[src/rtl/dws_pkg.sv]
// ----------------------------------------------------------------------------
// Differential drive wheel speed package
// Payload types, field widths, fixed-point constants and register codes
// ----------------------------------------------------------------------------
package dws_pkg;

    // field and register widths
    localparam int VEL_W        = 16;
    localparam int TRACK_W      = 12;
    localparam int RADIUS_W     = 10;
    localparam int RPM_W        = 32;
    localparam int CFG_ADDR_W   = 3;
    localparam int CFG_DATA_W   = 32;
    localparam int REG_SEL_BIT  = 2;

    // register reset values
    localparam int TRACK_RESET  = 620;
    localparam int RADIUS_RESET = 65;

    // fixed-point constants
    localparam int VEL_LIMIT     = 25600;
    localparam int VEL_SCALE     = 2000;
    localparam int INV_PI_30_Q16 = 625819;
    localparam int DEN_SHIFT     = 17;

    // internal datapath widths
    localparam int SQ_W     = 30;
    localparam int ISQ_IN_W = 32;
    localparam int ROOT_W   = ISQ_IN_W / 2;
    localparam int TURN_W   = 28;
    localparam int SUM_W    = 29;
    localparam int NUM_W    = 49;
    localparam int MAG_W    = 30;

    // pipeline shape defaults
    localparam int SQRT_BITS_PER_STAGE = 2;
    localparam int DIV_BITS_PER_STAGE  = 5;

    typedef enum logic {
        REG_TRACK_WIDTH  = 1'b0,
        REG_WHEEL_RADIUS = 1'b1
    } dws_reg_idx_t;

    typedef struct packed {
        logic signed [VEL_W-1:0] linear_x;
        logic signed [VEL_W-1:0] linear_y;
        logic signed [VEL_W-1:0] angular_z;
    } dws_in_t;

    typedef struct packed {
        logic signed [RPM_W-1:0] left_rpm;
        logic signed [RPM_W-1:0] right_rpm;
    } dws_out_t;

    function automatic logic signed [VEL_W-1:0] clamp_vel(input logic signed [VEL_W-1:0] v);
        logic signed [VEL_W-1:0] r;
        r = v;
        if (v > VEL_LIMIT) begin
            r = VEL_W'(VEL_LIMIT);
        end else if (v < -VEL_LIMIT) begin
            r = VEL_W'(-VEL_LIMIT);
        end
        return r;
    endfunction

endpackage

[src/rtl/dws_obuf.sv]
// ----------------------------------------------------------------------------
// Output buffer
// Two-entry result buffer, output register plus skid entry
// ----------------------------------------------------------------------------
module dws_obuf import dws_pkg::*; (
    input  logic     aclk,
    input  logic     aresetn,
    input  logic     push,
    input  dws_out_t push_data,
    output logic     full,
    output logic     m_valid,
    input  logic     m_ready,
    output dws_out_t m_data
);

    logic     main_valid_reg, main_valid_next;
    logic     skid_valid_reg, skid_valid_next;
    dws_out_t main_data_reg, main_data_next;
    dws_out_t skid_data_reg, skid_data_next;
    logic     pop;

    always_comb begin
        pop             = main_valid_reg & m_ready;
        main_valid_next = main_valid_reg;
        main_data_next  = main_data_reg;
        skid_valid_next = skid_valid_reg;
        skid_data_next  = skid_data_reg;
        if (pop || !main_valid_reg) begin
            if (skid_valid_reg) begin
                main_valid_next = 1'b1;
                main_data_next  = skid_data_reg;
                skid_valid_next = push;
                skid_data_next  = push_data;
            end else begin
                main_valid_next = push;
                main_data_next  = push_data;
            end
        end else if (push) begin
            skid_valid_next = 1'b1;
            skid_data_next  = push_data;
        end
    end

    always_ff @(posedge aclk) begin
        if (!aresetn) begin
            main_valid_reg <= 1'b0;
            skid_valid_reg <= 1'b0;
        end else begin
            main_valid_reg <= main_valid_next;
            skid_valid_reg <= skid_valid_next;
        end
    end

    always_ff @(posedge aclk) begin
        main_data_reg <= main_data_next;
        skid_data_reg <= skid_data_next;
    end

    assign full    = skid_valid_reg;
    assign m_valid = main_valid_reg;
    assign m_data  = main_data_reg;

endmodule

[config.mk]
export PLATFORM = sky130hd
export DESIGN_NAME = dws_obuf
export DESIGN_NICKNAME = d
export VERILOG_FILES = /design/src/rtl/dws_pkg.sv /design/src/rtl/dws_obuf.sv
export SDC_FILE = /design/constraint.sdc
export NUM_CORES = 1
export LEC_CHECK = 0
export BUFFER_PORTS_ARGS = -buffer_cell sky130_fd_sc_hd__buf_2
export CORE_AREA = 2 2 119 109
export DETAILED_ROUTE_END_ITERATION = 8
export DIE_AREA = 0 0 121 111
export GPL_TIMING_DRIVEN = 0
export PLACE_DENSITY_LB_ADDON = 0.3
export SETUP_SLACK_MARGIN = 0.1
export SLEW_MARGIN = 20
export SYNTH_ARGS = -nofsm -noshare
export SYNTH_HDL_FRONTEND = slang
export SYNTH_SLANG_ARGS = --single-unit
[constraint.sdc]
create_clock -name aclk -period 2.92 [get_ports aclk]
set_input_delay 0.438 -clock aclk [delete_from_list [all_inputs] [get_ports aclk]]
set_output_delay 0.438 -clock aclk [all_outputs]
set_load 0.02 [all_outputs]
**Word level (Yosys, flattened, before mapping)**

Cells that the tools add are included.

- Muxes and demuxes: 8
- Equal/unequal tests: 1
- Bitwise operators: 1
- Reduce and logical (&&, ||, !) cells: 4

Operators with widths:

| kind | count |
|---|---|
| two-way mux 64 bit | 4 |
| two-way mux 1 bit | 4 |
| != test 2 bit (second input constant) | 1 |
| AND reduction 2 bit | 1 |
| nonzero test 2 bit | 1 |
| AND 1 bit | 1 |
| logical NOT 1 bit | 1 |
| logical OR 1 bit | 1 |

- Output and inout port bits: 66
- Input port bits: 68
- Bits in registers: 130
- Logic and storage cells: 20

**Longest topological paths before layout**

- Word-level depth: 4
- Depth in mapped cells: 5
- Gate-level depth less buffers: 3

**Least setup slack after synthesis**

No wires, ideal clock.

- Kind: reg2reg
- Start: reg main_valid_reg, in the netlist m_valid
- End: reg main_data_reg, in the netlist m_data[0], enable pin
- Buffers on the path: 0
- Arrival: 1.796 ns
- Path slack: 0.706 ns
- Setup time: 0.418 ns
- Cell stages (with the launch flop): 3
- Cell sequence: dfxtp_1 -> nor2b_1 -> inv_1

- Word-level cells in the longest chain between the ends: 2

Ends and longest elaborated chain:

| item | RTL line | RTL |
|---|---|---|
| from (decl) | dws_obuf.sv:16 | `logic main_valid_reg, main_valid_next;` |
| from (signal assigned) | dws_obuf.sv:49 | `main_valid_reg <= main_valid_next;` |
| AND 1 bit or logical NOT 1 bit (tied branches) | dws_obuf.sv:23, dws_obuf.sv:28 |  |
| logical OR 1 bit * | dws_obuf.sv:28 | `if (pop \|\| !main_valid_reg) begin` |
| to (signal assigned) | dws_obuf.sv:55 | `main_data_reg <= main_data_next;` |
| to (decl) | dws_obuf.sv:18 | `dws_out_t main_data_reg, main_data_next;` |

Mark *: on every way between the ends. The rest lies on a longest branch, timed or not.
A chain may end at the register's enable or synchronous reset.

**Worst setup path in the final report**

- Start: reg skid_valid_reg, in the netlist full
- End: reg skid_data_reg[10] (netlist bit), enable pin

- Word-level cells in the longest chain between the ends: 2

Ends and longest elaborated chain:

| item | RTL line | RTL |
|---|---|---|
| from (decl) | dws_obuf.sv:17 | `logic skid_valid_reg, skid_valid_next;` |
| from (signal assigned) | dws_obuf.sv:50 | `skid_valid_reg <= skid_valid_next;` |
| != test 2 bit (no line) | n/a |  |
| AND reduction 2 bit (no line) | n/a |  |
| to (signal assigned) | dws_obuf.sv:56 | `skid_data_reg <= skid_data_next;` |
| to (decl) | dws_obuf.sv:19 | `dws_out_t skid_data_reg, skid_data_next;` |

No other way between the ends.

==> metrics.csv <==
metric,value,unit
netlist_instances,209,
hold_class,in -> reg,
globalplace.congestion,0.6791,
cts_max_path_buffers,2,
grt_pass1_wl,13.58,mm
post-place-cells,508,
timing.rr.end,skid_data_reg[10]$_DFFE_PP_,
floorplan.die_area,13430,µm²
post-cts-setup-buffers,0,
drtPass1Iterations,4,
buffer_ports.inserted,133,
fin_skew,0.003350,ns
clk_root_buf,sky130_fd_sc_hd__clkbuf_16,
worstPathRequired,3.01,ns
worstSkewPairLatency,0.41,ns
cts-resized-gates,0,
final.period_utilization,60.36,%
synth_fp_nets,277,
clock_sinks,130,
cts_made_buffers,17,
leakage,2.431,nW
crit_arrival,1.85,ns
setup_repair_after_global_routing_missed_its_margin,false,
timing.final.hold_violations,0,
top_level_ports,134,
max_cap_viol_count,0,
regToRegSetupSlack,1.16,ns
cellPowerDensity,725.4,nW/µm²
drive_gt1_share,62.77,%
vias_per_instance,4.537,
r2r.worst_path.cells,5,
cts-htree-levels,4,
power,4.553,mW
area_growth,30.97,%
drtAntennaViolNets,0,
cp-start-kind,flip-flop,
first_global_vias,2639,
fin_cells,540,
grt_antenna_before_repair,1,
synth_seq_cells,130,
syn-cell-area,4792,µm²
max_slew.worst_pin.slew,0.3933,ns
core.rowCount,39,
max_slew_margin,73.73,%
initial_core_util,38.82,%
syn_avg_cell_area,22.93,µm²
final_setup_violation_count,0,
irDropWorstVdd,0.0004349,V
dr.first_iter.drc_count,130,
crit_path_end_kind,flip-flop,
die_w,121,µm
tritoncts_clock_tree,built,
detail_route.drc_violations,0,
detailroute.via_count,2450,
grt_overflow_total,0,
grt_max_degree,51,
design.final.nets,431,
die_height,111,µm
crit_path_class,reg -> reg,
max_freq,0.5674,GHz
design.core.area,12350,µm²
synth-seq-area-share,81.04,%
post_dp_hpwl,5.627,mm
groute.usage.overall,13.91,%
clk_pin_slew,0.06,ns
route.final.wire_length,8.629,mm
finalMaxSlewViolations,0,
status,"finished, final reports clean",
holdBufCountCts,0,
critical_path_maximum_fanout,50,
critical_path.reg2reg.startpoint,full$_SDFFE_PN0P_,
final.min_clock_period,1.763,ns
routed_wire_length_per_instance,15.98,µm
worstSetupStartpoint,full$_SDFFE_PN0P_,
antennaDiodeCount,0,
ys_warn_count,0,
worst_setup_path_endpoint,skid_data_reg[10]$_DFFE_PP_,
count_of_different_cell_masters_after_synthesis,14,
## metrics by stage
stage	hold slack (ns)	setup WS (ns)	util [%]	setup TNS [ns]	instance area [µm²]
3_5_place_dp	0.5346	0.9886	46.37	0	5724
4_1_cts	0.1866	1.118	50.84	0	6276
6_report	0.2110	1.157	50.84	0	6276
2_1_floorplan	0.5231	0.7063	-	0	4792
3_3_place_gp	0.5274	-0.07229	45.87	-4.273	5663
5_1_grt	0.1948	1.021	50.84	0	6276
## routing by layer
layer | wire length (µm) | global-route usage, % | vias to the layer above
li1 | - | - | 1146
met1 | 3690 | 16.90 | 1190
met2 | 3946 | 20.56 | 92
met3 | 789 | 6.584 | 20
met4 | 188 | 7.209 | 2
met5 | 13 | 0 | -
## cell usage after synthesis, drive strengths merged
| master | instances | area (µm²) |
|---|---|---|
| nand2 | 1 | 3.750 |
| edfxtp | 128 | 3844 |
| a21boi | 1 | 7.510 |
| mux2 | 65 | 792.0 |
| o21ai | 1 | 5.000 |
| buf | 8 | 81.33 |
| dfxtp | 2 | 40.04 |
| nor2b | 1 | 6.260 |
| o31a | 1 | 8.760 |
| inv | 1 | 3.750 |
## placed cells by master, fill, tap and decap left out
master / instances
sky130_fd_sc_hd__buf_6: 1
sky130_fd_sc_hd__nor2b_1: 1
sky130_fd_sc_hd__bufinv_16: 2
sky130_fd_sc_hd__clkinv_1: 3
sky130_fd_sc_hd__edfxtp_1: 128
sky130_fd_sc_hd__clkinv_2: 5
sky130_fd_sc_hd__buf_12: 1
sky130_fd_sc_hd__o31a_1: 1
sky130_fd_sc_hd__inv_4: 1
sky130_fd_sc_hd__dfxtp_1: 2
sky130_fd_sc_hd__clkinvlp_4: 3
sky130_fd_sc_hd__clkbuf_16: 17
sky130_fd_sc_hd__a21boi_0: 1
sky130_fd_sc_hd__mux2_2: 48
sky130_fd_sc_hd__buf_16: 2
sky130_fd_sc_hd__nand2_1: 1
sky130_fd_sc_hd__clkbuf_1: 2
sky130_fd_sc_hd__o21ai_0: 1
sky130_fd_sc_hd__mux2_4: 17
sky130_fd_sc_hd__buf_8: 2
sky130_fd_sc_hd__buf_2: 137
## cell type report
| type | instances | area (µm²) |
|---|---|---|
| fill | 1068 | 6070 |
| inverter | 1 | 6.256 |
| timing repair buffer | 135 | 720.7 |
| sequential | 130 | 3884 |
| buffer | 8 | 81.33 |
| clock buffer | 19 | 432.9 |
| tap | 164 | 205.2 |
| clock inverter | 13 | 118.9 |
| multi-input combinational | 70 | 827.0 |
## how the worst min path moves through the flow
stage                                       end  depth (start not counted)                   startpoint  slack [ns]
global placement           m_data[34]$_DFFE_PP_                          1  skid_data_reg[34]$_DFFE_PP_        0.53
floorplan                   m_data[0]$_DFFE_PP_                          1   skid_data_reg[0]$_DFFE_PP_        0.52
global route        skid_data_reg[36]$_DFFE_PP_                          1                push_data[36]        0.19
CTS                 skid_data_reg[34]$_DFFE_PP_                          1                push_data[34]        0.19
detailed placement         m_data[11]$_DFFE_PP_                          1  skid_data_reg[11]$_DFFE_PP_        0.53
finish              skid_data_reg[36]$_DFFE_PP_                          1                push_data[36]        0.21
## worst max-delay path: stages (launching register included)
cell and delay (ns):
sky130_fd_sc_hd__dfxtp_1 0.36, sky130_fd_sc_hd__buf_6 0.14, sky130_fd_sc_hd__buf_8 0.15, sky130_fd_sc_hd__buf_12 0.14, sky130_fd_sc_hd__mux2_4 0.31, sky130_fd_sc_hd__buf_16 0.31
## report_power, final
| part | switching, mW | leakage [nW] | internal [mW] |
|---|---|---|---|
| sequential | 0.0264 | 1.27 | 2.19 |
| clock | 0.733 | 0.265 | 1.23 |
| combinational | 0.218 | 0.900 | 0.155 |
## kinds of logic (layout without fill, tap and decap cells)
logic type	Yosys count	count (layout)	synth area share [%]
buf+inv	9	176	1.775
flops	130	130	81.04
compound gates	3	3	0.4439
simple gates	2	2	0.2089
mux	65	65	16.53
Note: power is estimated with default switching activity, not from simulation.
