`src/rtl/dws_pkg.sv`:
```
// ----------------------------------------------------------------------------
// Differential drive wheel speed package
// Payload types, field widths, fixed-point constants and register codes
// ----------------------------------------------------------------------------
package dws_pkg;

    // field and register widths
    localparam int VEL_W        = 16;
    localparam int TRACK_W      = 12;
    localparam int RADIUS_W     = 10;
    localparam int RPM_W        = 32;
    localparam int CFG_ADDR_W   = 3;
    localparam int CFG_DATA_W   = 32;
    localparam int REG_SEL_BIT  = 2;

    // register reset values
    localparam int TRACK_RESET  = 620;
    localparam int RADIUS_RESET = 65;

    // fixed-point constants
    localparam int VEL_LIMIT     = 25600;
    localparam int VEL_SCALE     = 2000;
    localparam int INV_PI_30_Q16 = 625819;
    localparam int DEN_SHIFT     = 17;

    // internal datapath widths
    localparam int SQ_W     = 30;
    localparam int ISQ_IN_W = 32;
    localparam int ROOT_W   = ISQ_IN_W / 2;
    localparam int TURN_W   = 28;
    localparam int SUM_W    = 29;
    localparam int NUM_W    = 49;
    localparam int MAG_W    = 30;

    // pipeline shape defaults
    localparam int SQRT_BITS_PER_STAGE = 2;
    localparam int DIV_BITS_PER_STAGE  = 5;

    typedef enum logic {
        REG_TRACK_WIDTH  = 1'b0,
        REG_WHEEL_RADIUS = 1'b1
    } dws_reg_idx_t;

    typedef struct packed {
        logic signed [VEL_W-1:0] linear_x;
        logic signed [VEL_W-1:0] linear_y;
        logic signed [VEL_W-1:0] angular_z;
    } dws_in_t;

    typedef struct packed {
        logic signed [RPM_W-1:0] left_rpm;
        logic signed [RPM_W-1:0] right_rpm;
    } dws_out_t;

    function automatic logic signed [VEL_W-1:0] clamp_vel(input logic signed [VEL_W-1:0] v);
        logic signed [VEL_W-1:0] r;
        r = v;
        if (v > VEL_LIMIT) begin
            r = VEL_W'(VEL_LIMIT);
        end else if (v < -VEL_LIMIT) begin
            r = VEL_W'(-VEL_LIMIT);
        end
        return r;
    endfunction

endpackage

```
`src/rtl/dws_div.sv`:
```
// ----------------------------------------------------------------------------
// Pipelined unsigned divider
// Restoring division, a fixed number of quotient bits per register stage
// ----------------------------------------------------------------------------
module dws_div import dws_pkg::*; #(
    parameter int DIVIDEND_W     = MAG_W,
    parameter int DIVISOR_W      = RADIUS_W,
    parameter int BITS_PER_STAGE = DIV_BITS_PER_STAGE,
    parameter int SIDE_W         = 1
) (
    input  logic                  aclk,
    input  logic                  aresetn,
    input  logic                  en,
    input  logic                  in_valid,
    input  logic [DIVIDEND_W-1:0] in_dividend,
    input  logic [DIVISOR_W-1:0]  in_divisor,
    input  logic [SIDE_W-1:0]     in_side,
    output logic                  out_valid,
    output logic [DIVIDEND_W-1:0] out_quotient,
    output logic [SIDE_W-1:0]     out_side
);

    localparam int NST   = (DIVIDEND_W + BITS_PER_STAGE - 1) / BITS_PER_STAGE;
    localparam int PAD_W = NST * BITS_PER_STAGE;
    localparam int REM_W = DIVISOR_W + 1;

    logic                 valid_reg [NST];
    logic [PAD_W-1:0]     num_reg   [NST];
    logic [REM_W-1:0]     rem_reg   [NST];
    logic [PAD_W-1:0]     quot_reg  [NST];
    logic [DIVISOR_W-1:0] dvs_reg   [NST];
    logic [SIDE_W-1:0]    side_reg  [NST];

    for (genvar s = 0; s < NST; s++) begin : g_stage
        logic                 valid_in;
        logic [PAD_W-1:0]     num_in;
        logic [REM_W-1:0]     rem_in;
        logic [PAD_W-1:0]     quot_in;
        logic [DIVISOR_W-1:0] dvs_in;
        logic [SIDE_W-1:0]    side_in;
        logic [PAD_W-1:0]     num_next;
        logic [REM_W-1:0]     rem_next;
        logic [PAD_W-1:0]     quot_next;

        if (s == 0) begin : g_first
            assign valid_in = in_valid;
            assign num_in   = PAD_W'(in_dividend);
            assign rem_in   = '0;
            assign quot_in  = '0;
            assign dvs_in   = in_divisor;
            assign side_in  = in_side;
        end else begin : g_later
            assign valid_in = valid_reg[s-1];
            assign num_in   = num_reg[s-1];
            assign rem_in   = rem_reg[s-1];
            assign quot_in  = quot_reg[s-1];
            assign dvs_in   = dvs_reg[s-1];
            assign side_in  = side_reg[s-1];
        end

        always_comb begin
            logic [REM_W-1:0] dvs_ext;
            dvs_ext   = {1'b0, dvs_in};
            num_next  = num_in;
            rem_next  = rem_in;
            quot_next = quot_in;
            for (int k = 0; k < BITS_PER_STAGE; k++) begin
                rem_next = {rem_next[REM_W-2:0], num_next[PAD_W-1]};
                num_next = num_next << 1;
                if (rem_next >= dvs_ext) begin
                    rem_next  = rem_next - dvs_ext;
                    quot_next = {quot_next[PAD_W-2:0], 1'b1};
                end else begin
                    quot_next = {quot_next[PAD_W-2:0], 1'b0};
                end
            end
        end

        always_ff @(posedge aclk) begin
            if (!aresetn) begin
                valid_reg[s] <= 1'b0;
            end else if (en) begin
                valid_reg[s] <= valid_in;
            end
        end

        always_ff @(posedge aclk) begin
            if (en) begin
                num_reg[s]  <= num_next;
                rem_reg[s]  <= rem_next;
                quot_reg[s] <= quot_next;
                dvs_reg[s]  <= dvs_in;
                side_reg[s] <= side_in;
            end
        end
    end

    assign out_valid    = valid_reg[NST-1];
    assign out_quotient = quot_reg[NST-1][DIVIDEND_W-1:0];
    assign out_side     = side_reg[NST-1];

endmodule

```
`config.mk`:
```
export PLATFORM = sky130hd
export DESIGN_NAME = dws_div
export DESIGN_NICKNAME = d
export VERILOG_FILES = /design/src/rtl/dws_pkg.sv /design/src/rtl/dws_div.sv
export SDC_FILE = /design/constraint.sdc
export NUM_CORES = 1
export LEC_CHECK = 0
export BUFFER_PORTS_ARGS = -buffer_cell sky130_fd_sc_hd__clkbuf_2
export CORE_MARGIN = 2
export CORE_UTILIZATION = 45
export CTS_BUF_LIST = sky130_fd_sc_hd__clkbuf_8 sky130_fd_sc_hd__clkbuf_16
export CTS_CLUSTER_SIZE = 12
export DETAILED_ROUTE_END_ITERATION = 8
export GPL_ROUTABILITY_DRIVEN = 0
export HOLD_SLACK_MARGIN = 0.06
export REMOVE_ABC_BUFFERS = 1
export SLEW_MARGIN = 20
export SYNTH_ARGS = -nofsm -noshare
export SYNTH_HDL_FRONTEND = slang
export SYNTH_SLANG_ARGS = --single-unit
```
`constraint.sdc`:
```
create_clock -name aclk -period 14.2 [get_ports aclk]
set_input_delay 1.42 -clock aclk [delete_from_list [all_inputs] [get_ports aclk]]
set_output_delay 1.42 -clock aclk [all_outputs]
set_load 0.005 [all_outputs]
```
**Word level (Yosys, flattened, before mapping)**

Memory sizes are Yosys's and may differ from the RTL's.
Index checks and enable logic that the tools add are counted.
W data, S select, Z words.

- Register bits after elaboration: 0
- Bits in latches: 0
- Memory bits (writable): 468
- Memory bits (read-only): 0
- Word-level logic and storage cells: 143
- Memories kept: 6

- Add/subtract/negate cells: 30
- Multipliers: 0
- Divide/modulo/power cells: 0
- $lt $le $gt $ge: 30
- Equality and inequality tests: 0
- Shift operators: 0
- Multiplexer cells: 71
- Bitwise gates (word level): 6
- Reduce and logical (&&, ||, !) cells: 0

Memory list:

| name | words | bits a word | read ports | clocked after memory_dff | write ports | RTL line | RTL |
|---|---|---|---|---|---|---|---|
| quot_reg | 6 | 30 | 6 | 0 | 6 | dws_div.sv:30 | `logic [PAD_W-1:0] quot_reg [NST];` |
| num_reg | 6 | 25 | 5 | 0 | 6 | dws_div.sv:28 | `logic [PAD_W-1:0] num_reg [NST];` |
| rem_reg | 6 | 11 | 5 | 0 | 6 | dws_div.sv:29 | `logic [REM_W-1:0] rem_reg [NST];` |
| dvs_reg | 6 | 10 | 5 | 0 | 6 | dws_div.sv:31 | `logic [DIVISOR_W-1:0] dvs_reg [NST];` |
| side_reg | 6 | 1 | 6 | 0 | 6 | dws_div.sv:32 | `logic [SIDE_W-1:0] side_reg [NST];` |
| valid_reg | 6 | 1 | 6 | 0 | 6 | dws_div.sv:27 | `logic valid_reg [NST];` |

Operators with widths:

| cell | count |
|---|---|
| $ge A11 B10 Y1 | 29 |
| $mux W10 | 24 |
| $sub A10 B10 Y10 | 23 |
| $mux W11 | 6 |
| $sub A11 B10 Y11 | 6 |
| $mux W1 | 41 |
| $ge A1 B10 Y1 | 1 |
| $sub A1 B10 Y10 | 1 |
| $or A1 B1 Y1 | 6 |

**Longest topological paths before layout**

An unclocked memory read counts as a cell.

- Depth after elaboration: 11
- Depth in mapped cells: 55
- Mapped depth without buffers: 50

**Worst setup path after synthesis**

Ideal clock, no wire load.

- Path type: flip-flop to flip-flop
- Start point: mem dvs_reg[2][1] (netlist bit)
- End point: mem rem_reg[3][4] (netlist bit), data pin
- Setup time: 261 ps
- Arrival time: 11361 ps
- Data required time: 13939 ps
- Slack: 2578 ps
- Cell stages (with the launch flop): 54
- Clock period less this slack: 11622 ps
- Cell sequence: edfxtp_1 > inv_1 > ha_1 > nor2b_1 > o21bai_1 > a211oi_1 > a211o_1 > buf_1 > mux2_2 > ha_1 > o21a_1 > o31a_1 > nor4_1 > o21ai_0 > a21oi_2 > clkbuf_1 > mux2_2 > inv_1 > [18 not listed] > a41o_1 > or3_1 > a31oi_4 > clkbuf_1 > clkbuf_1 > a21oi_1 > ha_1 > nor2b_1 > o21ai_0 > a21boi_0 > o21ai_0 > a21oi_1 > a41oi_1 > and2_1 > o21ai_1 > mux2_2 > buf_2 > a221o_1

RTL lines:

| item | RTL line |
|---|---|
| from (decl) | dws_div.sv:31 |
| to (decl) | dws_div.sv:29 |

==> metrics.yaml <==
setup_tns_ps: 0
antenna_found_initial: 0
syn_to_final_growth_pct: 9.50
slew_headroom: 0.355
async_flop_share: 0
grt_first_pass_wirelength_mm: 99.8
cts_max_level: 2
ant_nets: 0
worst_path_largest_cell_delay_ps: 580
yosys_register_bits: 292
initial_core_util: 0.453
grt_pass1_vias: 19103
cts_buffer_depth: 3
rrSetupSlack_ps: 1010
vias: 19274
die_area_sq_mm: 0.0572
reg2reg_from: "dvs_reg[2][1]"
viasPerCell: 5.83
skew_ps: 20.1
io_buffers: 76
period_share: 0.929
hold_path_depth: 0
core_sq_mm: 0.0549
rows: 86
setup_viol: 0
synthCells: 2477
rsz0062_at_grt: "false"
drive_above_1_share: 0.112
final_cell_mix: "ha_1, edfxtp_1, inv_1"
clockRootBuffer: "clkbuf_16"
tightest_slew_ps: 968
hpwl_mm: 47.8
min_period_ps: 13190
arrival_ps: 13470
cts_made_buffers: 37
path_class: "flop to flop"
insertion_delay_ps: 550
cp-end-kind: "flop"
r2r_end: "rem_reg[3][9]"
grt_max_degree: 116
max_freq_ghz: 0.0758
timing.final.max_slew_violations: 0
avgSynthCellArea_sq_um: 10.0
overflow: 0
synth-main-ff-cell: "edfxtp_1"
cap_violations: 0
status: "completed"
largest_reg_flops: 105
crit_slowest_cell: "edfxtp_1"
drt_wl_total_mm: 62.3
ys_types: 89
die_h_um: 239
hold_class: "flop to flop"
die-width_um: 239
clkTransAtPathRegs_ps: 60
drc: 0
finalHoldViolations: 0
wire_per_inst_um: 18.9
ioPinCount: 77
critPathLaunchType: "flop"
cts_sinks: 292
first_pass_iters: 5
seq_area_frac_synth: 0.352
cts_tree: "yes"
track_usage: 0.218
synth-warning-count: 0
min-delay-start: "side_reg[1]"
synth_area_sq_mm: 0.0249
final_common_cell: "ha_1"
first_iter_violations: 1448
cp_max_fo: 24
synth-edff-count: 291
r2r_cells: 50
post_cts_buffers: 0
cp_data_required_time_ps: 14490
diodes: 0
cts_hold_buffers: 0
ctsResizeCount: 0
fin_nets: 2939
min_to: "side_reg[2]"
-- worst max path at each step --
stage	depth (start not counted)	end	from	slack [ps]
global route	50	rem_reg[3][9]	dvs_reg[2][1]	70
CTS	49	rem_reg[3][9]	dvs_reg[2][1]	800
floorplan	39	rem_reg[0][1]	in_divisor[1]	2480
detailed placement	49	rem_reg[3][9]	dvs_reg[2][1]	880
global placement	49	rem_reg[3][9]	dvs_reg[2][1]	1030
finish	50	rem_reg[3][9]	dvs_reg[2][1]	1010
-- cell type report --
cell class | instances | area, sq um
Clock buffer | 38 | 951
Clock inverter | 28 | 193
Fill cell | 5038 | 27600
Inverter | 202 | 761
Multi-Input combinational cell | 1956 | 15200
Sequential cell | 292 | 8760
Tap cell | 704 | 881
Timing Repair Buffer | 85 | 458
-- per-layer routing --
metal	up-vias	part of all wire	global-route usage
met5	-	0	0
met4	0	0.031	0.0723
met3	129	0.041	0.0297
met2	456	0.48	0.373
met1	9160	0.45	0.283
li1	9529	-	-
-- critical path: cells and delay by family (launching register included) --
kind | cells | cell delay, ps
DFF | 1 | 580
buffers and inverters | 4 | 580
and+or+nand+nor | 16 | 3010
adders and majority gates | 5 | 1490
AOI/OAI and AO/OA | 23 | 6340
muxes | 2 | 900
-- kinds of logic after synthesis --
group           share of synthesized area
xor+xnor                           0.0613
compound gates                      0.182
simple gates                        0.129
buf+inv                            0.0359
fa+ha+maj                           0.169
mux                                0.0705
flops                               0.352
-- synth_stat cells, types with 22 or more instances --
| cell | number | area [sq um] |
|---|---|---|
| fa_1 | 28 | 561 |
| mux2i_1 | 43 | 430 |
| o21ai_0 | 149 | 746 |
| nand3_1 | 41 | 205 |
| and3_1 | 22 | 138 |
| nor2_1 | 158 | 593 |
| nand2_1 | 137 | 514 |
| mux2_2 | 113 | 1270 |
| nor3_1 | 49 | 245 |
| edfxtp_1 | 291 | 8740 |
| ha_1 | 292 | 3650 |
| a21oi_1 | 149 | 746 |
| a21o_1 | 82 | 616 |
| o21a_1 | 51 | 383 |
| nand4_1 | 43 | 269 |
| xnor2_1 | 120 | 1050 |
| xor2_1 | 54 | 473 |
| nor2b_1 | 71 | 444 |
| nand2b_1 | 48 | 300 |
| inv_1 | 193 | 724 |
| a211oi_1 | 25 | 188 |
-- metrics by stage --
step	setup WS [ps]	instances	util	hold WS, ps	area [sq um]
4_1_cts	804	3305	0.496	412	27200
3_3_place_gp	1030	3239	0.475	401	26100
5_1_grt	69.9	3305	0.496	409	27200
3_5_place_dp	879	3239	0.475	405	26100
2_1_floorplan	2480	2450	-	400	24700
6_report	1010	3305	0.496	411	27200
Power is not shown: default switching activity piles up to over one toggle a cycle in this logic, so the estimate is an artifact.
