<file path="src/rtl/dws_pkg.sv">
// ----------------------------------------------------------------------------
// Differential drive wheel speed package
// Payload types, field widths, fixed-point constants and register codes
// ----------------------------------------------------------------------------
package dws_pkg;

    // field and register widths
    localparam int VEL_W        = 16;
    localparam int TRACK_W      = 12;
    localparam int RADIUS_W     = 10;
    localparam int RPM_W        = 32;
    localparam int CFG_ADDR_W   = 3;
    localparam int CFG_DATA_W   = 32;
    localparam int REG_SEL_BIT  = 2;

    // register reset values
    localparam int TRACK_RESET  = 620;
    localparam int RADIUS_RESET = 65;

    // fixed-point constants
    localparam int VEL_LIMIT     = 25600;
    localparam int VEL_SCALE     = 2000;
    localparam int INV_PI_30_Q16 = 625819;
    localparam int DEN_SHIFT     = 17;

    // internal datapath widths
    localparam int SQ_W     = 30;
    localparam int ISQ_IN_W = 32;
    localparam int ROOT_W   = ISQ_IN_W / 2;
    localparam int TURN_W   = 28;
    localparam int SUM_W    = 29;
    localparam int NUM_W    = 49;
    localparam int MAG_W    = 30;

    // pipeline shape defaults
    localparam int SQRT_BITS_PER_STAGE = 2;
    localparam int DIV_BITS_PER_STAGE  = 5;

    typedef enum logic {
        REG_TRACK_WIDTH  = 1'b0,
        REG_WHEEL_RADIUS = 1'b1
    } dws_reg_idx_t;

    typedef struct packed {
        logic signed [VEL_W-1:0] linear_x;
        logic signed [VEL_W-1:0] linear_y;
        logic signed [VEL_W-1:0] angular_z;
    } dws_in_t;

    typedef struct packed {
        logic signed [RPM_W-1:0] left_rpm;
        logic signed [RPM_W-1:0] right_rpm;
    } dws_out_t;

    function automatic logic signed [VEL_W-1:0] clamp_vel(input logic signed [VEL_W-1:0] v);
        logic signed [VEL_W-1:0] r;
        r = v;
        if (v > VEL_LIMIT) begin
            r = VEL_W'(VEL_LIMIT);
        end else if (v < -VEL_LIMIT) begin
            r = VEL_W'(-VEL_LIMIT);
        end
        return r;
    endfunction

endpackage

</file>
<file path="src/rtl/dws_isqrt.sv">
// ----------------------------------------------------------------------------
// Pipelined integer square root
// Floor square root, a fixed number of result bits per register stage
// ----------------------------------------------------------------------------
module dws_isqrt import dws_pkg::*; #(
    parameter int IN_W           = ISQ_IN_W,
    parameter int BITS_PER_STAGE = SQRT_BITS_PER_STAGE,
    parameter int SIDE_W         = 1
) (
    input  logic                aclk,
    input  logic                aresetn,
    input  logic                en,
    input  logic                in_valid,
    input  logic [IN_W-1:0]     in_value,
    input  logic [SIDE_W-1:0]   in_side,
    output logic                out_valid,
    output logic [IN_W/2-1:0]   out_root,
    output logic [SIDE_W-1:0]   out_side
);

    localparam int RT_W  = IN_W / 2;
    localparam int NST   = (RT_W + BITS_PER_STAGE - 1) / BITS_PER_STAGE;
    localparam int PAD_W = NST * BITS_PER_STAGE;
    localparam int RAD_W = 2 * PAD_W;
    localparam int REM_W = PAD_W + 2;

    logic              valid_reg [NST];
    logic [RAD_W-1:0]  rad_reg   [NST];
    logic [REM_W-1:0]  rem_reg   [NST];
    logic [PAD_W-1:0]  root_reg  [NST];
    logic [SIDE_W-1:0] side_reg  [NST];

    for (genvar s = 0; s < NST; s++) begin : g_stage
        logic              valid_in;
        logic [RAD_W-1:0]  rad_in;
        logic [REM_W-1:0]  rem_in;
        logic [PAD_W-1:0]  root_in;
        logic [SIDE_W-1:0] side_in;
        logic [RAD_W-1:0]  rad_next;
        logic [REM_W-1:0]  rem_next;
        logic [PAD_W-1:0]  root_next;

        if (s == 0) begin : g_first
            assign valid_in = in_valid;
            assign rad_in   = RAD_W'(in_value);
            assign rem_in   = '0;
            assign root_in  = '0;
            assign side_in  = in_side;
        end else begin : g_later
            assign valid_in = valid_reg[s-1];
            assign rad_in   = rad_reg[s-1];
            assign rem_in   = rem_reg[s-1];
            assign root_in  = root_reg[s-1];
            assign side_in  = side_reg[s-1];
        end

        always_comb begin
            logic [REM_W-1:0] trial;
            rad_next  = rad_in;
            rem_next  = rem_in;
            root_next = root_in;
            for (int k = 0; k < BITS_PER_STAGE; k++) begin
                rem_next = {rem_next[REM_W-3:0], rad_next[RAD_W-1 -: 2]};
                rad_next = rad_next << 2;
                trial    = {root_next, 2'b01};
                if (rem_next >= trial) begin
                    rem_next  = rem_next - trial;
                    root_next = {root_next[PAD_W-2:0], 1'b1};
                end else begin
                    root_next = {root_next[PAD_W-2:0], 1'b0};
                end
            end
        end

        always_ff @(posedge aclk) begin
            if (!aresetn) begin
                valid_reg[s] <= 1'b0;
            end else if (en) begin
                valid_reg[s] <= valid_in;
            end
        end

        always_ff @(posedge aclk) begin
            if (en) begin
                rad_reg[s]  <= rad_next;
                rem_reg[s]  <= rem_next;
                root_reg[s] <= root_next;
                side_reg[s] <= side_in;
            end
        end
    end

    assign out_valid = valid_reg[NST-1];
    assign out_root  = root_reg[NST-1][RT_W-1:0];
    assign out_side  = side_reg[NST-1];

endmodule

</file>
<file path="config.mk">
export PLATFORM = sky130hd
export DESIGN_NAME = dws_isqrt
export DESIGN_NICKNAME = d
export VERILOG_FILES = /design/src/rtl/dws_pkg.sv /design/src/rtl/dws_isqrt.sv
export SDC_FILE = /design/constraint.sdc
export NUM_CORES = 1
export LEC_CHECK = 0
export ABC_AREA = 1
export BUFFER_PORTS_ARGS = -buffer_cell sky130_fd_sc_hd__buf_2
export CORE_UTILIZATION = 43
export DETAILED_ROUTE_END_ITERATION = 12
export PLACE_DENSITY = 0.57
export SETUP_SLACK_MARGIN = 0.05
export SYNTH_ARGS = -nofsm -noshare
export SYNTH_HDL_FRONTEND = slang
export SYNTH_SLANG_ARGS = --single-unit
</file>
<file path="constraint.sdc">
create_clock -name aclk -period 11.56 [get_ports aclk]
set_input_delay 0.578 -clock aclk [delete_from_list [all_inputs] [get_ports aclk]]
set_output_delay 0.578 -clock aclk [all_outputs]
set_load 0.01 [all_outputs]
</file>
== Word level (Yosys, flattened, before mapping) ==
Memory sizes are Yosys's and may differ from the RTL's.
Index checks and enable logic that the tools add are counted.
Cells by class
  $add $sub $neg: 16
  multiplexer cells: 45
  bitwise operators: 8
  order comparisons: 16
Operators by type and width (number)
  18-bit greater-or-equal comparator: 14
  18-bit 2-to-1 mux: 8
  16-bit 2-to-1 mux: 8
  18-bit subtractor: 7
  16-bit subtractor: 7
  1-bit 2-to-1 mux: 29
  18-bit by 3-bit greater-or-equal comparator with 1-bit output: 1
  18-bit by 3-bit subtractor with 18-bit output: 1
  1-bit OR: 8
  2-bit by 1-bit subtractor with 3-bit output (second input constant): 1
  2-bit by 1-bit greater-or-equal comparator with 1-bit output (second input constant): 1
Storage, ports and cells
  memories kept: 5
  memory bits (writable): 512
  bits in registers: 0
  word-level logic and storage cells: 90
  input port bits: 37
Memories
  rad_reg: depth 8, bits a word 28, read ports 7, clocked after memory_dff 0, write ports 8, RTL line dws_isqrt.sv:28  | logic [RAD_W-1:0] rad_reg [NST];
  rem_reg: depth 8, bits a word 18, read ports 7, clocked after memory_dff 0, write ports 8, RTL line dws_isqrt.sv:29  | logic [REM_W-1:0] rem_reg [NST];
  root_reg: depth 8, bits a word 16, read ports 8, clocked after memory_dff 0, write ports 8, RTL line dws_isqrt.sv:30  | logic [PAD_W-1:0] root_reg [NST];
  side_reg: depth 8, bits a word 1, read ports 8, clocked after memory_dff 0, write ports 8, RTL line dws_isqrt.sv:31  | logic [SIDE_W-1:0] side_reg [NST];
  valid_reg: depth 8, bits a word 1, read ports 8, clocked after memory_dff 0, write ports 8, RTL line dws_isqrt.sv:27  | logic valid_reg [NST];

== Depth between registers and ports, before layout ==
Gate-level depths: netlist (run 1).
An unclocked memory read counts as a cell.
  depth in word-level cells: 5
  mapped depth: 28
  depth with buffers taken out: 27

== Least setup slack after synthesis (run 1) ==
No wires, ideal clock.
  path type: register to register
  start: mem rem_reg[5][2] in the netlist's numbering
  end: mem rem_reg[6][11] in the netlist's numbering (data pin)
  slack: 7.716 ns
  data arrival time: 3.591 ns
  clock period less this slack: 3.844 ns
  cell stages (with the launch flop): 28
  path through: edfxtp_1 -> ha_1 -> nand2_1 -> inv_1 -> nand2_1 -> nand2_1 -> nand2_1 -> nand3_1 -> nand2_1 -> nand2_2 -> inv_1 -> clkbuf_1 -> nand2_1 -> nand2_1 -> ha_1 -> a21oi_1 -> inv_1 -> a31oi_1 -> nor2_1 -> a211oi_1 -> o21ai_0 -> inv_1 -> nand2_1 -> nand2_2 -> nand2_2 -> buf_4 -> nand2_1 -> nand2_1
RTL lines (RTL line)
  from (decl): dws_isqrt.sv:29

==> results.json, run 1 <==
{
  "slowest_delay_ps": 550,
  "slowest_stage": "inv_1",
  "cts_setup_buffers": 0,
  "dp.cells": 3160,
  "path_class": "flip-flop to flip-flop",
  "cts.sinks": 306,
  "numCtsBuffers": 38,
  "period_minus_slack_ps": 5331,
  "rsz0062_at_grt": "no",
  "ys_ff_latch": 306,
  "synth_top_family_by_area": "simple AND/OR/NAND/NOR gates",
  "die_width_microns": 221.3,
  "tritoncts": "built",
  "place_ws_ps": 6319,
  "cts_hold_buf": 0,
  "drc": 0,
  "yosysUniqueCellTypes": 57,
  "synth_edf_count": 305,
  "yosysSeqAreaShare": 0.4439,
  "setup_viol": 0,
  "clk_pin_slew_ps": 60,
  "antenna_found_initial": 1,
  "coreArea_sq_mm": 0.04695,
  "synth_area_per_cell_sq_um": 8.186,
  "timing.final.crit_share": 0.4612,
  "largest_reg_flops": 112,
  "synth_flop_cell": "edfxtp_1",
  "grt_use_met2": 0.3390,
  "synth.area.mux_share": 0,
  "final_core_util": 0.4870,
  "relSlewSlack": 0.1194,
  "fmax_mhz": 187.6,
  "clockBufferDepth": 3,
  "r2r_start": "root_reg[1][26]",
  "initial_core_util": 0.4404,
  "drt_iter0_drc": 1112,
  "area_delta_synth_final_pct": 10.57,
  "p_leak_nw": 10.69,
  "die_area_sq_mm": 0.04897,
  "synth-simple-area-share": 0.2672,
  "end_kind": "flip-flop",
  "r2r_slack_ps": 6230,
  "vias_per_cell": 5.197,
  "critPathRequiredTime_ps": 11870,
  "use_met3": 0.03359,
  "vdd_drop_max_mv": 0.09774,
  "setup_ws_ps": 6229,
  "outcome": "finished, final reports clean",
  "routed_wirelength_microns": 51790,
  "hold_viol_final": 0,
  "top_usage_layer": "met2",
  "portBuffers": 54,
  "nNetsFinal": 2779,
  "io_pins": 55,
  "grt_max_degree": 84,
  "final_cell_mix": "nand2_1, inv_1, edfxtp_1",
  "drt_first_pass_iters": 5,
  "fin_skew_ps": 24.57,
  "holdPathEnd": "rad_reg[0][8]",
  "overflow": 0,
  "drive_above_1_share": 0.07323,
  "hold_path_depth": 1,
  "root_buffer": "clkbuf_16",
  "maxCapViolations": 0,
  "yosysTopAreaCellShare": 0.4429,
  "antenna_left": 0,
  "whs_ps": 199.9,
  "antenna_cells": 0,
  "crit_path_frequent_cell": "nand2_1",
  "setup_tns_ps": 0,
  "layout_commonest_cell": "nand2_1",
  "start_kind": "flip-flop",
  "wl_per_cell_microns": 16.04,
  "vias": 16780,
  "synth_compound_area_frac": 0.07981,
  "final_cells": 3229,
  "min-delay-start": "in_value[8]",
  "grt_pass1_vias": 16270,
  "maxSlewViolCount": 0,
  "synthCells": 2526,
  "use_met1": 0.3001,
  "worstPathMaxFanout": 22,
  "cts_resized": 0,
  "synth-xor-area-share": 0.04097,
  "synth_fa_ha_area_frac": 0.09016,
  "rows": 79,
  "hp-class": "input pin to flip-flop",
  "synth_top_area_cell": "edfxtp_1",
  "tightest_slew_ps": 1316,
  "clk_latency_ps": 560,
  "synthTopCellsByArea": "edfxtp_1, nand2_1, ha_1",
  "p_per_area_mw_per_mm2": 210.0,
  "routabilityCongestion": 0.9018,
  "htreeDepth": 2,
  "grt_use_total": 0.2133,
  "arrival_ps": 5640,
  "async_flop_share": 0,
  "reg2reg_to": "rem_reg[6][2]",
  "syn_area_sq_mm": 0.02068,
  "ff2ff_path_depth": 25,
  "fp.dieH_microns": 221.3,
  "ys_warn_count": 0,
  "grt_pass1_wl_microns": 84300,
  "hpwl_microns": 40590
}
==> metrics by stage <==
stage	area (sq um)	total power, W
3_5_place_dp	21540	0.003526
2_1_floorplan	20680	0.003008
6_report	22860	0.004801
3_3_place_gp	21540	0.003510
4_1_cts	22860	0.004826
5_1_grt	22860	0.005173
==> cell usage after synthesis, types with 8 or more instances <==
cell type	instances
xnor2_1	31
a21o_1	8
nand3_2	9
nor2_2	11
nand3b_1	11
edfxtp_1	305
inv_2	18
nor3_1	29
nand4_1	67
inv_1	354
o21ai_0	125
nor2_1	197
nand2_2	15
xor2_1	62
o21ai_1	12
ha_1	149
clkbuf_1	10
nand2_1	701
buf_6	8
a21oi_1	113
nand3_1	199
==> layer usage <==
layer	routed length (microns)	up-vias	share of wire
met5	0	-	0
met4	1214	0	0.023
met3	2185	87	0.042
met2	22780	373	0.44
met1	25610	7762	0.49
li1	-	8559	-
==> cell families (layout without fill, tap and decap cells) <==
logic type	after synthesis	count (layout)
other	1	2
buffers and inverters	405	500
flip-flops	306	306
adder cells (fa/ha/maj)	149	149
XOR/XNOR	95	95
AO/OA/AOI/OAI	302	302
AND/OR/NAND/NOR	1268	1268
==> critical path: cells and delay by family (launching register included) <==
kind | cells | cell delay, ps
buffers and inverters | 5 | 930
adder cells (fa/ha/maj) | 2 | 690
AO/OA/AOI/OAI | 6 | 1150
AND/OR/NAND/NOR | 12 | 1790
flip-flops | 1 | 490
==> final cells by class <==
class                      instances  area (sq um)
clock inverter                    21         315.3
tap                              607         759.5
inverter                         374          1404
sequential                       306          9179
multi-input combinational       1816          9893
timing repair buffer              57         302.8
fill                            4538         24090
clock buffer                      48          1010
==> report_power, final <==
part / leakage [nW] / total, W / internal, W / switching (W)
logic: 7.11 / 0.00195 / 0.000663 / 0.00129
clock network: 0.637 / 0.00128 / 0.000799 / 0.000477
registers: 2.94 / 0.00157 / 0.00145 / 0.000121
total: 10.7 / 0.00480 / 0.00291 / 0.00189
==> worst max path at each step <==
| stage | cells after the start | endpoint | slack, ps | start |
|---|---|---|---|---|
| 5_1_grt | 25 | rem_reg[6][2] | 5770 | root_reg[1][26] |
| 2_1_floorplan | 27 | rem_reg[6][11] | 7720 | rem_reg[5][2] |
| 4_1_cts | 25 | rem_reg[6][2] | 6300 | root_reg[1][26] |
| 6_report | 25 | rem_reg[6][2] | 6230 | root_reg[1][26] |
| 3_5_place_dp | 25 | rem_reg[6][2] | 6320 | root_reg[1][26] |
| 3_3_place_gp | 22 | rem_reg[6][9] | 6380 | root_reg[1][26] |
(Power assumes the default switching activity.)
==> run 2, diff against run 1 <==
PLACE_DENSITY = 0.6   (was 0.57)
clock period = 4.8 ns   (was 11.56 ns; I/O delays follow)
==> results.json, run 2 (synthesis results as in run 1) <==
{
  "outcome": "finished, final reports clean",
  "clk_pin_slew_ps": 60,
  "crit_chain": "ha_1 > nand2_1 > nor2_1 > nand3_1 > nand3_1 > nand2_1 > nand2_2 > clkinvlp_4 > buf_4 > o21ai_0 > ha_1 > a21o_1 > a31oi_1 > nor2_1 > a211oi_2 > o21ai_0 > inv_1 > nand2_1 > nand2_2 > nand2_2 > nand2_1 > nand2_1",
  "end_kind": "flip-flop",
  "io_pins": 55,
  "cts.sinks": 306,
  "antenna_cells": 0,
  "r2r_slack_ps": 560,
  "whs_ps": 38.05,
  "worstPathMaxFanout": 17,
  "crit_path_frequent_cell": "nand2_1",
  "hold_viol_final": 0,
  "initial_core_util": 0.4404,
  "min-delay-start": "in_value[28]",
  "area_delta_synth_final_pct": 12.35,
  "hpwl_microns": 40060,
  "drt_first_pass_iters": 6,
  "vias": 16850,
  "die_width_microns": 221.3,
  "p_sw_frac": 0.4001,
  "largest_reg_flops": 112,
  "r2r_start": "rem_reg[5][2]",
  "fp.dieH_microns": 221.3,
  "die_area_sq_mm": 0.04897,
  "drive_above_1_share": 0.08115,
  "antenna_left": 0,
  "power_frac_comb": 0.425,
  "crit_family": "simple AND/OR/NAND/NOR gates",
  "p_int_w": 0.006761,
  "grt_pass1_vias": 15870,
  "fin_skew_ps": 20.39,
  "holdPathEnd": "rem_reg[0][0]",
  "slowest_delay_ps": 420,
  "drc": 0,
  "ff2ff_path_depth": 22,
  "clk_latency_ps": 560,
  "use_met3": 0.02682,
  "overflow": 0,
  "timing.final.crit_share": 0.8828,
  "rsz0062_at_grt": "no",
  "setup_tns_ps": 0,
  "critPathRequiredTime_ps": 5100,
  "clockBufferDepth": 3,
  "root_buffer": "clkbuf_16",
  "routed_wirelength_microns": 51170,
  "maxCapViolations": 0,
  "fmax_mhz": 236.0,
  "grt_pass1_wl_microns": 82430,
  "grt_use_total": 0.2086,
  "arrival_ps": 4540,
  "hp-class": "input pin to flip-flop",
  "tightest_slew_ps": 858.1,
  "final_cell_mix": "nand2_1, inv_1, edfxtp_1",
  "use_met1": 0.3048,
  "setup_viol": 0,
  "p_per_area_mw_per_mm2": 485.1,
  "seq_power_share": 0.335,
  "top_usage_layer": "met2",
  "vdd_drop_max_mv": 0.2966,
  "p_leak_nw": 10.88,
  "maxSlewViolCount": 0,
  "vias_per_cell": 5.135,
  "coreArea_sq_mm": 0.04695,
  "path_buf_inv": 3,
  "grt_max_degree": 112,
  "routabilityCongestion": 0.9332,
  "drt_iter0_drc": 1164,
  "period_minus_slack_ps": 4237,
  "p_switching_w": 0.004510,
  "hold_path_depth": 2,
  "slowest_stage": "edfxtp_1",
  "layout_commonest_cell": "nand2_1",
  "htreeDepth": 2,
  "start_kind": "flip-flop",
  "antenna_found_initial": 0,
  "path_class": "flip-flop to flip-flop",
  "grt_use_met2": 0.3224,
  "power_frac_clock": 0.240,
  "rows": 79,
  "numCtsBuffers": 36,
  "relSlewSlack": 0.4279,
  "portBuffers": 54,
  "wl_per_cell_microns": 15.60,
  "reg2reg_to": "rem_reg[6][9]",
  "tritoncts": "built",
  "nNetsFinal": 2833
}
## run 2: cell count changes in the layout (fill, tap and decap cells not counted), sizes merged
cell	change
buf	+24
bufinv	-4
clkbuf	-8
clkinv	+9
clkinvlp	-1
dlygate4sd3	+32
## run 2: final cells by class
type | count | area (sq um)
Sequential cell | 306 | 9179
Clock buffer | 40 | 915.9
Inverter | 374 | 1408
Timing Repair Buffer | 113 | 828.3
Fill cell | 4477 | 23720
Clock inverter | 25 | 242.7
Multi-Input combinational cell | 1816 | 9898
Tap cell | 607 | 759.5
## run 2: stage by stage
step | worst slack, ps | utilization | cells | area (sq um) | total power [W]
after detailed placement | 481.9 | 0.4625 | 3180 | 21710 | 0.008534
after floorplan | 956.3 | - | 2527 | 20680 | 0.007244
after global routing | 100.2 | 0.4948 | 3281 | 23230 | 0.01216
final | 562.8 | 0.4948 | 3281 | 23230 | 0.01127
after CTS | 452.1 | 0.4940 | 3277 | 23190 | 0.01133
after global placement | 612.1 | 0.4625 | 3180 | 21710 | 0.008502
## run 2: worst register-to-register path, stage by stage, from the launching register on
cell	delay, ps
edfxtp_1	420
ha_1	390
nand2_1	140
nor2_1	160
nand3_1	100
nand3_1	130
nand2_1	110
nand2_2	110
clkinvlp_4	170
buf_4	190
o21ai_0	270
ha_1	360
a21o_1	200
a31oi_1	210
nor2_1	90
a211oi_2	210
o21ai_0	130
inv_1	60
nand2_1	60
nand2_2	60
nand2_2	210
nand2_1	140
nand2_1	70
## run 2: how the worst max path moves through the flow
stage | start | to | slack, ps | cells past startpoint
after CTS | root_reg[1][26] | rem_reg[6][9] | 450 | 25
after global routing | root_reg[1][18] | rem_reg[6][7] | 100 | 25
final | rem_reg[5][2] | rem_reg[6][9] | 560 | 22
after floorplan | rem_reg[5][2] | rem_reg[6][11] | 960 | 27
after detailed placement | root_reg[1][26] | rem_reg[6][9] | 480 | 25
after global placement | root_reg[1][19] | rem_reg[6][10] | 610 | 27
## run 2: what timing repair did
action	CTS	global route
setup buffers	0	4
hold buffers	32	0
resized for setup	0	2
endpoints found under the setup margin	0	17
hold endpoints to repair	32	0
## run 2: layer usage
layer / wire length, microns / up-vias / share of wire
li1: - / 8682 / -
met1: 25390 / 7735 / 0.50
met2: 22150 / 370 / 0.43
met3: 2492 / 62 / 0.049
met4: 1135 / 0 / 0.022
met5: 0 / - / 0
## run 2: power groups by stage
stage / Sequential (W) / Clock [W] / Combinational, W
floorplan: 0.00370 / 0 / 0.00355
global placement: 0.00382 / 0 / 0.00468
detailed placement: 0.00383 / 0 / 0.00470
finish: 0.00377 / 0.00270 / 0.00479
CTS: 0.00378 / 0.00280 / 0.00475
global route: 0.00381 / 0.00288 / 0.00546
